### src/rtl/core/qfp_pkg.sv
// ----------------------------------------------------------------------------
// qfp_pkg
// Shared types and constants of the QUIC frame parser: transfer structs,
// result kinds, error causes, frame type codes and length limits.
// ----------------------------------------------------------------------------
`default_nettype none

package qfp_pkg;

    // length limits
    localparam int unsigned STREAM_DATA_MAX = 4096;
    localparam int unsigned CRYPTO_DATA_MAX = 4096;
    localparam int unsigned REASON_MAX      = 256;
    localparam int unsigned CID_LEN_MAX     = 20;

    // bytes of the stateless reset token after a connection id
    localparam logic [15:0] RESET_TOKEN_LEN = 16'd16;

    // result kinds
    localparam logic [1:0] KIND_PAYLOAD = 2'd0;
    localparam logic [1:0] KIND_DONE    = 2'd1;
    localparam logic [1:0] KIND_ERROR   = 2'd2;

    // error causes
    localparam logic [2:0] CAUSE_NONE      = 3'd0;
    localparam logic [2:0] CAUSE_UNKNOWN   = 3'd1;
    localparam logic [2:0] CAUSE_TRUNC     = 3'd2;
    localparam logic [2:0] CAUSE_TOO_LONG  = 3'd3;
    localparam logic [2:0] CAUSE_EMPTY_TOK = 3'd4;
    localparam logic [2:0] CAUSE_BAD_CID   = 3'd5;
    localparam logic [2:0] CAUSE_REASON    = 3'd6;

    // frame type codes
    localparam logic [7:0] FT_PADDING     = 8'h00;
    localparam logic [7:0] FT_PING        = 8'h01;
    localparam logic [7:0] FT_ACK         = 8'h02;
    localparam logic [7:0] FT_ACK_ECN     = 8'h03;
    localparam logic [7:0] FT_CRYPTO      = 8'h06;
    localparam logic [7:0] FT_NEW_TOKEN   = 8'h07;
    localparam logic [7:0] FT_STREAM      = 8'h08;
    localparam logic [7:0] FT_STREAM_MASK = 8'hf8;
    localparam logic [7:0] FT_NEW_CID     = 8'h18;
    localparam logic [7:0] FT_CLOSE       = 8'h1c;
    localparam logic [7:0] FT_HS_DONE     = 8'h1e;

    // stream type bits
    localparam int unsigned STREAM_BIT_FIN = 0;
    localparam int unsigned STREAM_BIT_LEN = 1;
    localparam int unsigned STREAM_BIT_OFF = 2;

    typedef struct packed {
        logic [7:0] in_byte;
        logic       buffer_end;
    } item_t;

    typedef struct packed {
        logic [1:0]  result_kind;
        logic [7:0]  payload_byte;
        logic [7:0]  frame_code;
        logic [61:0] first_value;
        logic [61:0] second_value;
        logic [12:0] payload_length;
        logic        fin_flag;
        logic [15:0] bytes_consumed;
        logic [2:0]  error_cause;
    } result_t;

    // results produced by one byte, slot 0 filled first
    typedef struct packed {
        logic    valid0;
        logic    valid1;
        result_t res0;
        result_t res1;
    } push_t;

endpackage

`default_nettype wire

### src/rtl/core/qfp_parse.sv
// ----------------------------------------------------------------------------
// qfp_parse
// Frame parse state and its per-byte update: type decode, varint assembly,
// data pass-through, skip counters and error handling.
// ----------------------------------------------------------------------------
`default_nettype none

module qfp_parse (
    input  wire logic           clk,
    input  wire logic           rst_n,
    input  wire logic           take,
    input  wire qfp_pkg::item_t item,
    output qfp_pkg::push_t      push
);

    localparam logic [4:0] PH_TYPE        = 5'd0;
    localparam logic [4:0] PH_ACK_LARGEST = 5'd1;
    localparam logic [4:0] PH_ACK_DELAY   = 5'd2;
    localparam logic [4:0] PH_ACK_COUNT   = 5'd3;
    localparam logic [4:0] PH_ACK_FIRST   = 5'd4;
    localparam logic [4:0] PH_ACK_ECN     = 5'd5;
    localparam logic [4:0] PH_CR_OFF      = 5'd6;
    localparam logic [4:0] PH_CR_LEN      = 5'd7;
    localparam logic [4:0] PH_CR_DATA     = 5'd8;
    localparam logic [4:0] PH_TOK_LEN     = 5'd9;
    localparam logic [4:0] PH_TOK_SKIP    = 5'd10;
    localparam logic [4:0] PH_ST_ID       = 5'd11;
    localparam logic [4:0] PH_ST_OFF      = 5'd12;
    localparam logic [4:0] PH_ST_LEN      = 5'd13;
    localparam logic [4:0] PH_ST_DATA     = 5'd14;
    localparam logic [4:0] PH_ST_REST     = 5'd15;
    localparam logic [4:0] PH_NC_SEQ      = 5'd16;
    localparam logic [4:0] PH_NC_RET      = 5'd17;
    localparam logic [4:0] PH_NC_LEN      = 5'd18;
    localparam logic [4:0] PH_NC_SKIP     = 5'd19;
    localparam logic [4:0] PH_CC_CODE     = 5'd20;
    localparam logic [4:0] PH_CC_FTYPE    = 5'd21;
    localparam logic [4:0] PH_CC_LEN      = 5'd22;
    localparam logic [4:0] PH_CC_DATA     = 5'd23;

    localparam logic [1:0] GO_ON   = 2'd0;
    localparam logic [1:0] GO_DONE = 2'd1;
    localparam logic [1:0] GO_ERR  = 2'd2;

    localparam logic [61:0] CRYPTO_LIM = 62'(qfp_pkg::CRYPTO_DATA_MAX);
    localparam logic [61:0] STREAM_LIM = 62'(qfp_pkg::STREAM_DATA_MAX);
    localparam logic [61:0] REASON_LIM = 62'(qfp_pkg::REASON_MAX);
    localparam logic [15:0] REST_LIM   = 16'(qfp_pkg::STREAM_DATA_MAX);
    localparam logic [7:0]  CID_LIM    = 8'(qfp_pkg::CID_LEN_MAX);

    logic [4:0]  phase_reg, phase_next;
    logic [7:0]  tb_reg, tb_next;
    logic [61:0] acc_reg, acc_next;
    logic [2:0]  vleft_reg, vleft_next;
    logic [61:0] hf_reg, hf_next;
    logic [61:0] hs_reg, hs_next;
    logic [15:0] br_reg, br_next;
    logic [15:0] fbc_reg, fbc_next;
    logic [1:0]  ecn_reg, ecn_next;
    logic        drop_reg, drop_next;

    logic [7:0]  b;
    logic        bend;
    logic [1:0]  go;
    logic [2:0]  cause;
    logic        pay;
    logic        at_rest;
    logic [61:0] v;
    logic [61:0] plen_src;
    logic        is_stream;
    qfp_pkg::result_t fin_res;
    qfp_pkg::result_t pay_res;

    assign b    = item.in_byte;
    assign bend = item.buffer_end;

    // per-byte state update
    always_comb
    begin
        phase_next = phase_reg;
        tb_next    = tb_reg;
        acc_next   = acc_reg;
        vleft_next = vleft_reg;
        hf_next    = hf_reg;
        hs_next    = hs_reg;
        br_next    = br_reg;
        fbc_next   = fbc_reg;
        ecn_next   = ecn_reg;
        drop_next  = drop_reg;
        go         = GO_ON;
        cause      = qfp_pkg::CAUSE_NONE;
        pay        = 1'b0;
        at_rest    = 1'b0;
        v          = '0;

        if (take && drop_reg)
        begin
            if (bend)
            begin
                drop_next  = 1'b0;
                phase_next = PH_TYPE;
            end
        end
        else if (take)
        begin
            fbc_next = (fbc_reg != 16'hffff) ? fbc_reg + 16'd1 : fbc_reg;
            unique case (phase_reg)
                PH_TYPE:
                begin
                    tb_next    = b;
                    hf_next    = '0;
                    hs_next    = '0;
                    acc_next   = '0;
                    vleft_next = '0;
                    br_next    = '0;
                    ecn_next   = '0;
                    fbc_next   = 16'd1;
                    if (b == qfp_pkg::FT_PADDING || b == qfp_pkg::FT_PING ||
                        b == qfp_pkg::FT_HS_DONE)
                        go = GO_DONE;
                    else if (b == qfp_pkg::FT_ACK || b == qfp_pkg::FT_ACK_ECN)
                    begin
                        ecn_next   = (b == qfp_pkg::FT_ACK_ECN) ? 2'd3 : 2'd0;
                        phase_next = PH_ACK_LARGEST;
                    end
                    else if (b == qfp_pkg::FT_CRYPTO)
                        phase_next = PH_CR_OFF;
                    else if (b == qfp_pkg::FT_NEW_TOKEN)
                        phase_next = PH_TOK_LEN;
                    else if ((b & qfp_pkg::FT_STREAM_MASK) == qfp_pkg::FT_STREAM)
                        phase_next = PH_ST_ID;
                    else if (b == qfp_pkg::FT_NEW_CID)
                        phase_next = PH_NC_SEQ;
                    else if (b == qfp_pkg::FT_CLOSE)
                        phase_next = PH_CC_CODE;
                    else
                    begin
                        cause = qfp_pkg::CAUSE_UNKNOWN;
                        go    = GO_ERR;
                    end
                end
                PH_CR_DATA, PH_ST_DATA, PH_CC_DATA:
                begin
                    pay     = 1'b1;
                    br_next = br_reg - 16'd1;
                    if (br_next == 16'd0)
                        go = GO_DONE;
                end
                PH_ST_REST:
                begin
                    if (br_reg >= REST_LIM)
                    begin
                        cause = qfp_pkg::CAUSE_TOO_LONG;
                        go    = GO_ERR;
                    end
                    else
                    begin
                        pay     = 1'b1;
                        br_next = br_reg + 16'd1;
                    end
                end
                PH_TOK_SKIP:
                begin
                    hs_next = hs_reg - 62'd1;
                    if (hs_next == 62'd0)
                        go = GO_DONE;
                end
                PH_NC_LEN:
                begin
                    if (b == 8'd0 || b > CID_LIM)
                    begin
                        cause = qfp_pkg::CAUSE_BAD_CID;
                        go    = GO_ERR;
                    end
                    else
                    begin
                        br_next    = {8'd0, b} + qfp_pkg::RESET_TOKEN_LEN;
                        phase_next = PH_NC_SKIP;
                    end
                end
                PH_NC_SKIP:
                begin
                    br_next = br_reg - 16'd1;
                    if (br_next == 16'd0)
                        go = GO_DONE;
                end
                default:
                begin
                    // varint assembly, big-endian with 2-bit length prefix
                    if (vleft_reg == 3'd0)
                    begin
                        acc_next = {56'd0, b[5:0]};
                        unique case (b[7:6])
                            2'd0:    vleft_next = 3'd0;
                            2'd1:    vleft_next = 3'd1;
                            2'd2:    vleft_next = 3'd3;
                            default: vleft_next = 3'd7;
                        endcase
                    end
                    else
                    begin
                        acc_next   = {acc_reg[53:0], b};
                        vleft_next = vleft_reg - 3'd1;
                    end
                    v = acc_next;
                    if (vleft_next == 3'd0)
                    begin
                        priority case (phase_reg)
                            PH_ACK_LARGEST:
                            begin
                                hf_next    = v;
                                phase_next = PH_ACK_DELAY;
                            end
                            PH_ACK_DELAY: phase_next = PH_ACK_COUNT;
                            PH_ACK_COUNT: phase_next = PH_ACK_FIRST;
                            PH_ACK_FIRST:
                            begin
                                if (ecn_reg == 2'd0)
                                    go = GO_DONE;
                                else
                                    phase_next = PH_ACK_ECN;
                            end
                            PH_ACK_ECN:
                            begin
                                ecn_next = ecn_reg - 2'd1;
                                if (ecn_next == 2'd0)
                                    go = GO_DONE;
                            end
                            PH_CR_OFF:
                            begin
                                hf_next    = v;
                                phase_next = PH_CR_LEN;
                            end
                            PH_CR_LEN:
                            begin
                                if (v > CRYPTO_LIM)
                                begin
                                    cause = qfp_pkg::CAUSE_TOO_LONG;
                                    go    = GO_ERR;
                                end
                                else if (v == 62'd0)
                                    go = GO_DONE;
                                else
                                begin
                                    br_next    = v[15:0];
                                    phase_next = PH_CR_DATA;
                                end
                            end
                            PH_TOK_LEN:
                            begin
                                if (v == 62'd0)
                                begin
                                    cause = qfp_pkg::CAUSE_EMPTY_TOK;
                                    go    = GO_ERR;
                                end
                                else
                                begin
                                    hs_next    = v;
                                    phase_next = PH_TOK_SKIP;
                                end
                            end
                            PH_ST_ID:
                            begin
                                hf_next = v;
                                if (tb_reg[qfp_pkg::STREAM_BIT_OFF])
                                    phase_next = PH_ST_OFF;
                                else if (tb_reg[qfp_pkg::STREAM_BIT_LEN])
                                    phase_next = PH_ST_LEN;
                                else
                                begin
                                    phase_next = PH_ST_REST;
                                    br_next    = '0;
                                end
                            end
                            PH_ST_OFF:
                            begin
                                hs_next = v;
                                if (tb_reg[qfp_pkg::STREAM_BIT_LEN])
                                    phase_next = PH_ST_LEN;
                                else
                                begin
                                    phase_next = PH_ST_REST;
                                    br_next    = '0;
                                end
                            end
                            PH_ST_LEN:
                            begin
                                if (v > STREAM_LIM)
                                begin
                                    cause = qfp_pkg::CAUSE_TOO_LONG;
                                    go    = GO_ERR;
                                end
                                else if (v == 62'd0)
                                    go = GO_DONE;
                                else
                                begin
                                    br_next    = v[15:0];
                                    phase_next = PH_ST_DATA;
                                end
                            end
                            PH_NC_SEQ: phase_next = PH_NC_RET;
                            PH_NC_RET: phase_next = PH_NC_LEN;
                            PH_CC_CODE:
                            begin
                                hf_next    = v;
                                phase_next = PH_CC_FTYPE;
                            end
                            PH_CC_FTYPE:
                            begin
                                hs_next    = v;
                                phase_next = PH_CC_LEN;
                            end
                            PH_CC_LEN:
                            begin
                                if (v > REASON_LIM)
                                begin
                                    cause = qfp_pkg::CAUSE_REASON;
                                    go    = GO_ERR;
                                end
                                else if (v == 62'd0)
                                    go = GO_DONE;
                                else
                                begin
                                    br_next    = v[15:0];
                                    phase_next = PH_CC_DATA;
                                end
                            end
                            default: go = GO_ON;
                        endcase
                    end
                end
            endcase

            // buffer end inside an unfinished frame
            if (go == GO_ON && bend)
            begin
                if (phase_next == PH_ST_REST)
                    go = GO_DONE;
                else
                begin
                    cause = qfp_pkg::CAUSE_TRUNC;
                    go    = GO_ERR;
                end
            end

            // stream running to buffer end, length comes from the data count
            at_rest = (phase_next == PH_ST_REST);

            if (go != GO_ON)
            begin
                phase_next = PH_TYPE;
                vleft_next = '0;
            end
            if (go == GO_ERR)
                drop_next = !bend;
        end
    end

    // frame summary fields
    always_comb
    begin
        is_stream = (tb_next & qfp_pkg::FT_STREAM_MASK) == qfp_pkg::FT_STREAM;
        if (at_rest)
            plen_src = {46'd0, br_next};
        else if (tb_next == qfp_pkg::FT_CRYPTO || tb_next == qfp_pkg::FT_CLOSE || is_stream)
            plen_src = acc_next;
        else
            plen_src = '0;

        pay_res              = '0;
        pay_res.result_kind  = qfp_pkg::KIND_PAYLOAD;
        pay_res.payload_byte = b;
        pay_res.frame_code   = tb_next;

        fin_res                = '0;
        fin_res.frame_code     = tb_next;
        fin_res.bytes_consumed = fbc_next;
        if (go == GO_DONE)
        begin
            fin_res.result_kind    = qfp_pkg::KIND_DONE;
            fin_res.first_value    = hf_next;
            fin_res.second_value   = hs_next;
            fin_res.payload_length = (|plen_src[61:13]) ? 13'h1fff : plen_src[12:0];
            fin_res.fin_flag       = is_stream & tb_next[qfp_pkg::STREAM_BIT_FIN];
        end
        else
        begin
            fin_res.result_kind = qfp_pkg::KIND_ERROR;
            fin_res.error_cause = cause;
        end

        push = '0;
        if (pay)
        begin
            push.valid0 = 1'b1;
            push.res0   = pay_res;
            push.valid1 = (go != GO_ON);
            push.res1   = fin_res;
        end
        else
        begin
            push.valid0 = (go != GO_ON);
            push.res0   = fin_res;
        end
    end

    // state registers
    always_ff @(posedge clk or negedge rst_n)
    begin
        if (!rst_n)
        begin
            phase_reg <= PH_TYPE;
            tb_reg    <= '0;
            acc_reg   <= '0;
            vleft_reg <= '0;
            hf_reg    <= '0;
            hs_reg    <= '0;
            br_reg    <= '0;
            fbc_reg   <= '0;
            ecn_reg   <= '0;
            drop_reg  <= 1'b0;
        end
        else
        begin
            phase_reg <= phase_next;
            tb_reg    <= tb_next;
            acc_reg   <= acc_next;
            vleft_reg <= vleft_next;
            hf_reg    <= hf_next;
            hs_reg    <= hs_next;
            br_reg    <= br_next;
            fbc_reg   <= fbc_next;
            ecn_reg   <= ecn_next;
            drop_reg  <= drop_next;
        end
    end

endmodule

`default_nettype wire

### src/rtl/core/qfp_res_queue.sv
// ----------------------------------------------------------------------------
// qfp_res_queue
// Four-entry result queue: takes up to two results per cycle, hands out one
// per transfer, and stalls the input side when fewer than two slots are free.
// ----------------------------------------------------------------------------
`default_nettype none

module qfp_res_queue (
    input  wire logic             clk,
    input  wire logic             rst_n,
    input  wire qfp_pkg::push_t   push,
    output logic                  full,
    output logic                  res_valid,
    input  wire logic             res_stall,
    output qfp_pkg::result_t      res_data
);

    qfp_pkg::result_t mem [4];
    logic [1:0] wr_reg, wr_next;
    logic [1:0] rd_reg, rd_next;
    logic [2:0] cnt_reg, cnt_next;
    logic       pop;
    logic [2:0] n_push;

    assign res_valid = (cnt_reg != 3'd0);
    assign res_data  = mem[rd_reg];
    assign pop       = res_valid && !res_stall;
    assign full      = (cnt_reg > 3'd2);
    assign n_push    = {2'd0, push.valid0} + {2'd0, push.valid1};

    // pointer and fill count
    always_comb
    begin
        wr_next  = wr_reg + n_push[1:0];
        rd_next  = rd_reg + {1'b0, pop};
        cnt_next = cnt_reg + n_push - {2'd0, pop};
    end

    // storage
    always_ff @(posedge clk)
    begin
        if (push.valid0)
            mem[wr_reg] <= push.res0;
        if (push.valid1)
            mem[wr_reg + 2'd1] <= push.res1;
    end

    always_ff @(posedge clk or negedge rst_n)
    begin
        if (!rst_n)
        begin
            wr_reg  <= '0;
            rd_reg  <= '0;
            cnt_reg <= '0;
        end
        else
        begin
            wr_reg  <= wr_next;
            rd_reg  <= rd_next;
            cnt_reg <= cnt_next;
        end
    end

endmodule

`default_nettype wire

### src/rtl/core/quic_frame_parser.sv
// ----------------------------------------------------------------------------
// quic_frame_parser
// Results: a byte's results are registered in the four-entry result queue.
// Throughput: one byte per cycle while each byte yields at most one result
// and the receiver does not stall; bytes that yield two results (last data
// byte of a frame) drain at one result per cycle through the result queue.
// Reset: asynchronous, clears parse state and empties the queue.
// ----------------------------------------------------------------------------
`default_nettype none

module quic_frame_parser (
    input  wire logic             clk,
    input  wire logic             rst_n,
    input  wire logic             src_valid,
    output logic                  src_stall,
    input  wire qfp_pkg::item_t   src_data,
    output logic                  res_valid,
    input  wire logic             res_stall,
    output qfp_pkg::result_t      res_data
);

    logic           full;
    logic           take;
    qfp_pkg::push_t push;

    // byte transfer when the queue has room for two results
    assign src_stall = full;
    assign take      = src_valid && !full;

    qfp_parse u_parse (
        .clk   (clk),
        .rst_n (rst_n),
        .take  (take),
        .item  (src_data),
        .push  (push)
    );

    qfp_res_queue u_queue (
        .clk       (clk),
        .rst_n     (rst_n),
        .push      (push),
        .full      (full),
        .res_valid (res_valid),
        .res_stall (res_stall),
        .res_data  (res_data)
    );

endmodule

`default_nettype wire

### config.mk
export PLATFORM = sky130hd
export DESIGN_NAME = quic_frame_parser
export DESIGN_NICKNAME = d
export VERILOG_FILES = /design/src/rtl/core/qfp_pkg.sv /design/src/rtl/core/qfp_parse.sv /design/src/rtl/core/qfp_res_queue.sv /design/src/rtl/core/quic_frame_parser.sv
export SDC_FILE = /design/constraint.sdc
export NUM_CORES = 2
export LEC_CHECK = 0
export ABC_AREA = 0
export BUFFER_PORTS_ARGS = -buffer_cell sky130_fd_sc_hd__buf_2
export CAP_MARGIN = 0
export CORE_ASPECT_RATIO = 2
export CORE_UTILIZATION = 48
export CTS_BUF_LIST = sky130_fd_sc_hd__clkbuf_4 sky130_fd_sc_hd__clkbuf_8
export DETAILED_ROUTE_END_ITERATION = 7
export GPL_TIMING_DRIVEN = 0
export MAX_ROUTING_LAYER = met4
export SLEW_MARGIN = 20
export SYNTH_ARGS = -nofsm -noshare
export SYNTH_HDL_FRONTEND = slang
export SYNTH_SLANG_ARGS = --single-unit
### constraint.sdc
create_clock -name clk -period 16.8 [get_ports clk]
set_clock_uncertainty 0.05 [all_clocks]
set_input_delay 3.36 -clock clk [delete_from_list [all_inputs] [get_ports clk]]
set_output_delay 3.36 -clock clk [all_outputs]
set_load 0.005 [all_outputs]
==> flow_summary.rst <==
.. list-table::
   :header-rows: 1

   * - Metric
     - Value
   * - Result of the run
     - finished, violations left
   * - Violations in the final reports
     - DRC
   * - Accumulated negative setup slack
     - 0 ns
   * - Tcrit/Tclk final
     - 0.608
   * - Number of rows in the core area
     - roughly 160
   * - RSZ-0062 raised after global routing
     - false
   * - Synthesis Warnings
     - 0
   * - Max FFs per register
     - 700
   * - Top post-synthesis cells by count
     - nor2_1 (813), edfxtp_1 (668), nand2_1 (255)
   * - Number of enable flip-flop cells after synthesis
     - between 600 and 700
   * - Most flop-heavy register
     - u_queue.mem
   * - Vias in the first global route
     - 35,900
   * - Cell internal power dissipation
     - approximately 0.0046 W
   * - Final HPWL DP
     - 123 mm
   * - Hold worst-path end
     - u_queue.mem[2][171]
   * - Arrival @ worst endpoint
     - between 10 and 15 ns
   * - DR iter-0 viols
     - 3,135
   * - Cell area after synthesis
     - 0.0457 sq mm
   * - Most frequently used flop master after synthesis
     - edfxtp_1
   * - Slowest cell on crit path
     - a21oi_1
   * - Count of endpoints failing setup in the final report
     - 0
   * - Gate count after technology mapping
     - approximately 4,000
   * - TritonCTS clock tree
     - built
   * - Length in cells of the worst reg-to-reg path
     - 18
   * - Max Fanout on Critical Path
     - 10
   * - Post-placement setup slack
     - just under 6 ns
   * - Footprint of the multi-input gates
     - 0.0168 sq mm
   * - Largest incremental delay on the critical path
     - around 0.90 ns
   * - Worst vdd ir
     - between 0.1 and 0.15 mV
   * - Final-layout fill cell count
     - 8,409
   * - Crit Reg-Reg Endpoint
     - u_queue.mem[1][68]
   * - Resize count post-CTS
     - 0
   * - Design Power
     - between 0.007 and 0.008 W
   * - Sequential cell area fraction in the yosys report
     - 0.586
   * - Top-Level Pins
     - 190
   * - Share of the synthesized area in the top cell type
     - 0.439
   * - Initial Utilization
     - 0.486
   * - Count of pins over their slew limit
     - 0
   * - Layout cell share with drive strength beyond 1
     - 0.171
   * - Die outline area
     - ~0.097 sq mm
   * - DR vias/cell
     - 6.26
   * - Net count of the mapped netlist
     - between 4,000 and 5,000
   * - Hold violation total from the final report
     - 0
   * - Port buffer count
     - between 150 and 200
   * - Transition time at the pin with the least slew margin
     - around 1.3 ns
   * - Routed via count
     - between 30,000 and 40,000
   * - Combinational fraction of design power
     - 0.320
   * - Critical setup path kind
     - input port to flop
   * - Pwr/cell area
     - ~140 mW/mm^2
   * - Leak Pwr
     - between 15 and 20 nW
   * - Postcts setup bufs
     - 0
   * - Post-synth cell types
     - between 80 and 90
   * - Horizontal die dimension
     - 220 microns
   * - Buffers from clock root to sink, at most
     - 3
   * - CTS H-tree lvls
     - 4
   * - Worst path setup slack after routing
     - approximately 6.6 ns
   * - Total number of nets in the final design
     - roughly 4,400
   * - Signed area change from the synthesized netlist to the final layout
     - 12.7%
   * - Leading area contributor after synthesis
     - edfxtp_1
   * - Relative slew margins
     - 0.158
   * - Remaining global-route overflow
     - 0
   * - Required time at the worst-slack endpoint
     - approximately 17 ns
   * - Worst setup path start
     - src_data[6]
   * - Ranking of synthesized cells by area
     - edfxtp_1 (44%), dfrtp_1 (13%), mux4_2 (8.6%), nor2_1 (6.7%), o21ai_0 (2.2%)
   * - Number of iterations in the first detailed-routing pass
     - 8
   * - Reg2reg setup slack
     - roughly 8 ns
   * - Worst setup SP type
     - input port
   * - Nature of the critical path endpoint
     - flop
   * - Flip-flop and latch count after synthesis
     - 944
   * - Hold Path Depth
     - 1
   * - Portion of total power attributed to the clock network
     - 0.278
   * - Total length of routed wires
     - about 170 mm
   * - Net switching component of the power
     - around 0.0024 W
   * - Vertical die dimension
     - approximately 440 microns
   * - Max-capacitance violation count
     - 0
   * - Minimum clock period after layout
     - slightly above 10 ns
   * - Post-CTS Hold Buffers
     - 0
   * - Most frequently used cell type in the post-synthesis netlist
     - nor2_1
   * - Mean routed wirelength per cell
     - 30.2 microns
   * - Worst reg2reg path startpoint
     - u_parse.hs_reg[15]
   * - Maximum number of pins on one net before global-route repair
     - 84
   * - Post-detailed-route DRC marker count
     - 24
   * - Avg Cell Area, Syn
     - between 10 and 15 sq um
   * - Insertion delay of the later-clocked pin in the worst-skew pair
     - slightly above 0.9 ns
   * - Upper clock frequency limit
     - around 0.098 GHz
   * - Placeable core region
     - 0.0941 sq mm
   * - Sequential fraction of design power
     - 0.402
   * - Number of buffers inserted during clock tree synthesis
     - 134
   * - GRT Total Usage
     - 0.369
   * - Global-route wire length before repair
     - 245 mm
   * - Sw Share
     - 0.349
   * - Weighted congestion at the end of routability-driven global placement
     - ~1.0
   * - Sink Count
     - around 940
   * - Tightest Hold Check Type
     - flop to flop
   * - Async set-reset flop share out of synthesis
     - 0.258
   * - Cell breakdown of the critical path
     - buf_2 -> clkbuf_1 -> inv_1 -> ha_1 -> o21ai_0 -> a22oi_1 -> o21ai_0 -> o21ai_0 -> a21oi_1 -> o21ai_0 -> or3_1 -> a21oi_1 -> nor2_1 -> ha_1 -> nand2_1 -> or2_2 -> nor2_1 -> a21oi_1 -> nor2_1 -> o21ai_2 -> buf_2 -> buf_4 -> nor2_1
   * - Initial antenna violation count
     - 8
   * - FF/Latch Area
     - 0.0268 sq mm
   * - Clock edge transition at the registers on the reported setup and hold paths
     - 0.07 ns
   * - Master cell of the clock root buffer
     - clkbuf_8
   * - Post-route ant nets
     - 0
   * - Startpoint of the tightest hold check path
     - u_queue.mem[2][171]
[power by group through the flow]
stage / logic, W / registers, W / clock network, W
6_report: 0.00224 / 0.00282 / 0.00195
5_1_grt: 0.00241 / 0.00283 / 0.00205
4_1_cts: 0.00226 / 0.00281 / 0.00197
3_5_place_dp: 0.00225 / 0.00286 / 0
3_3_place_gp: 0.00222 / 0.00289 / 0
2_1_floorplan: 0.00134 / 0.00282 / 0
[routing by layer]
| metal | track usage | up-vias | wire (microns) |
|---|---|---|---|
| li1 | - | 15300 | - |
| met1 | 0.377 | 17800 | 57900 |
| met2 | 0.618 | 1577 | 87000 |
| met3 | 0.0617 | 668 | 9530 |
| met4 | 0.294 | 0 | 16300 |
| met5 | - | - | 0 |
[through the flow]
stage	utilization	hold slack (ns)	instances	cell area, sq um
after CTS	0.548	0.417	5640	51500
after global placement	0.512	0.391	5372	48200
after detailed placement	0.517	0.401	5391	48700
after global routing	0.548	0.436	5647	51600
after floorplan	-	0.387	3978	45700
final	0.548	0.416	5649	51600
[layout make-up]
type                       count  share of cell area
buffer                       315              0.0291
clock inverter                42             0.00556
sequential                   944               0.520
antenna                        9            0.000437
multi-input combinational   2523               0.325
timing repair buffer         206              0.0261
inverter                     196              0.0148
clock buffer                 207              0.0498
tap                         1207              0.0293
[layout by cell type (no fill, tap or decap), types with 32 or more instances in the layout]
master    count
a21o_1       40
a21oi_1     157
a32o_1       40
buf_1        40
buf_2       213
buf_6        33
clkbuf_1    202
clkbuf_4     45
clkbuf_8    162
dfrtp_1     244
dfxtp_1      32
edfxtp_1    668
inv_1       189
mux4_2      175
nand2_1     255
nand3_1      45
nor2_1      813
nor3_1       67
nor4_1       58
o21ai_0     203
o22ai_1      67
o31ai_1      49
[critical path: cells and delay by family]
family | cells | cell delay (ns)
fa+ha+maj | 2 | 0.70
compound gates | 9 | 3.52
buf+inv | 5 | 2.03
simple gates | 7 | 1.12
[logic make-up (layout without fill, tap and decap cells)]
logic type	after synthesis	count (layout)	share of synthesized area
and+or+nand+nor	1478	1478	0.146
other	0	9	0
adders and majority gates	21	21	0.00591
AOI/OAI and AO/OA	773	773	0.112
DFF	944	944	0.586
buffers and inverters	511	966	0.0488
muxes	198	198	0.0913
xor gates and xnor gates	53	53	0.0101
[worst max path at each step]
stage	slack [ns]	to	cells past startpoint
CTS	6.74	u_queue.mem[3][154]	23
floorplan	6.48	u_queue.mem[1][0]	18
global placement	1.02	u_queue.mem[1][59]	18
global route	6.25	u_queue.mem[3][154]	23
detailed placement	5.81	u_queue.mem[3][154]	22
finish	6.59	u_queue.mem[3][154]	23
No activity file was read; power rests on OpenSTA's default activity.
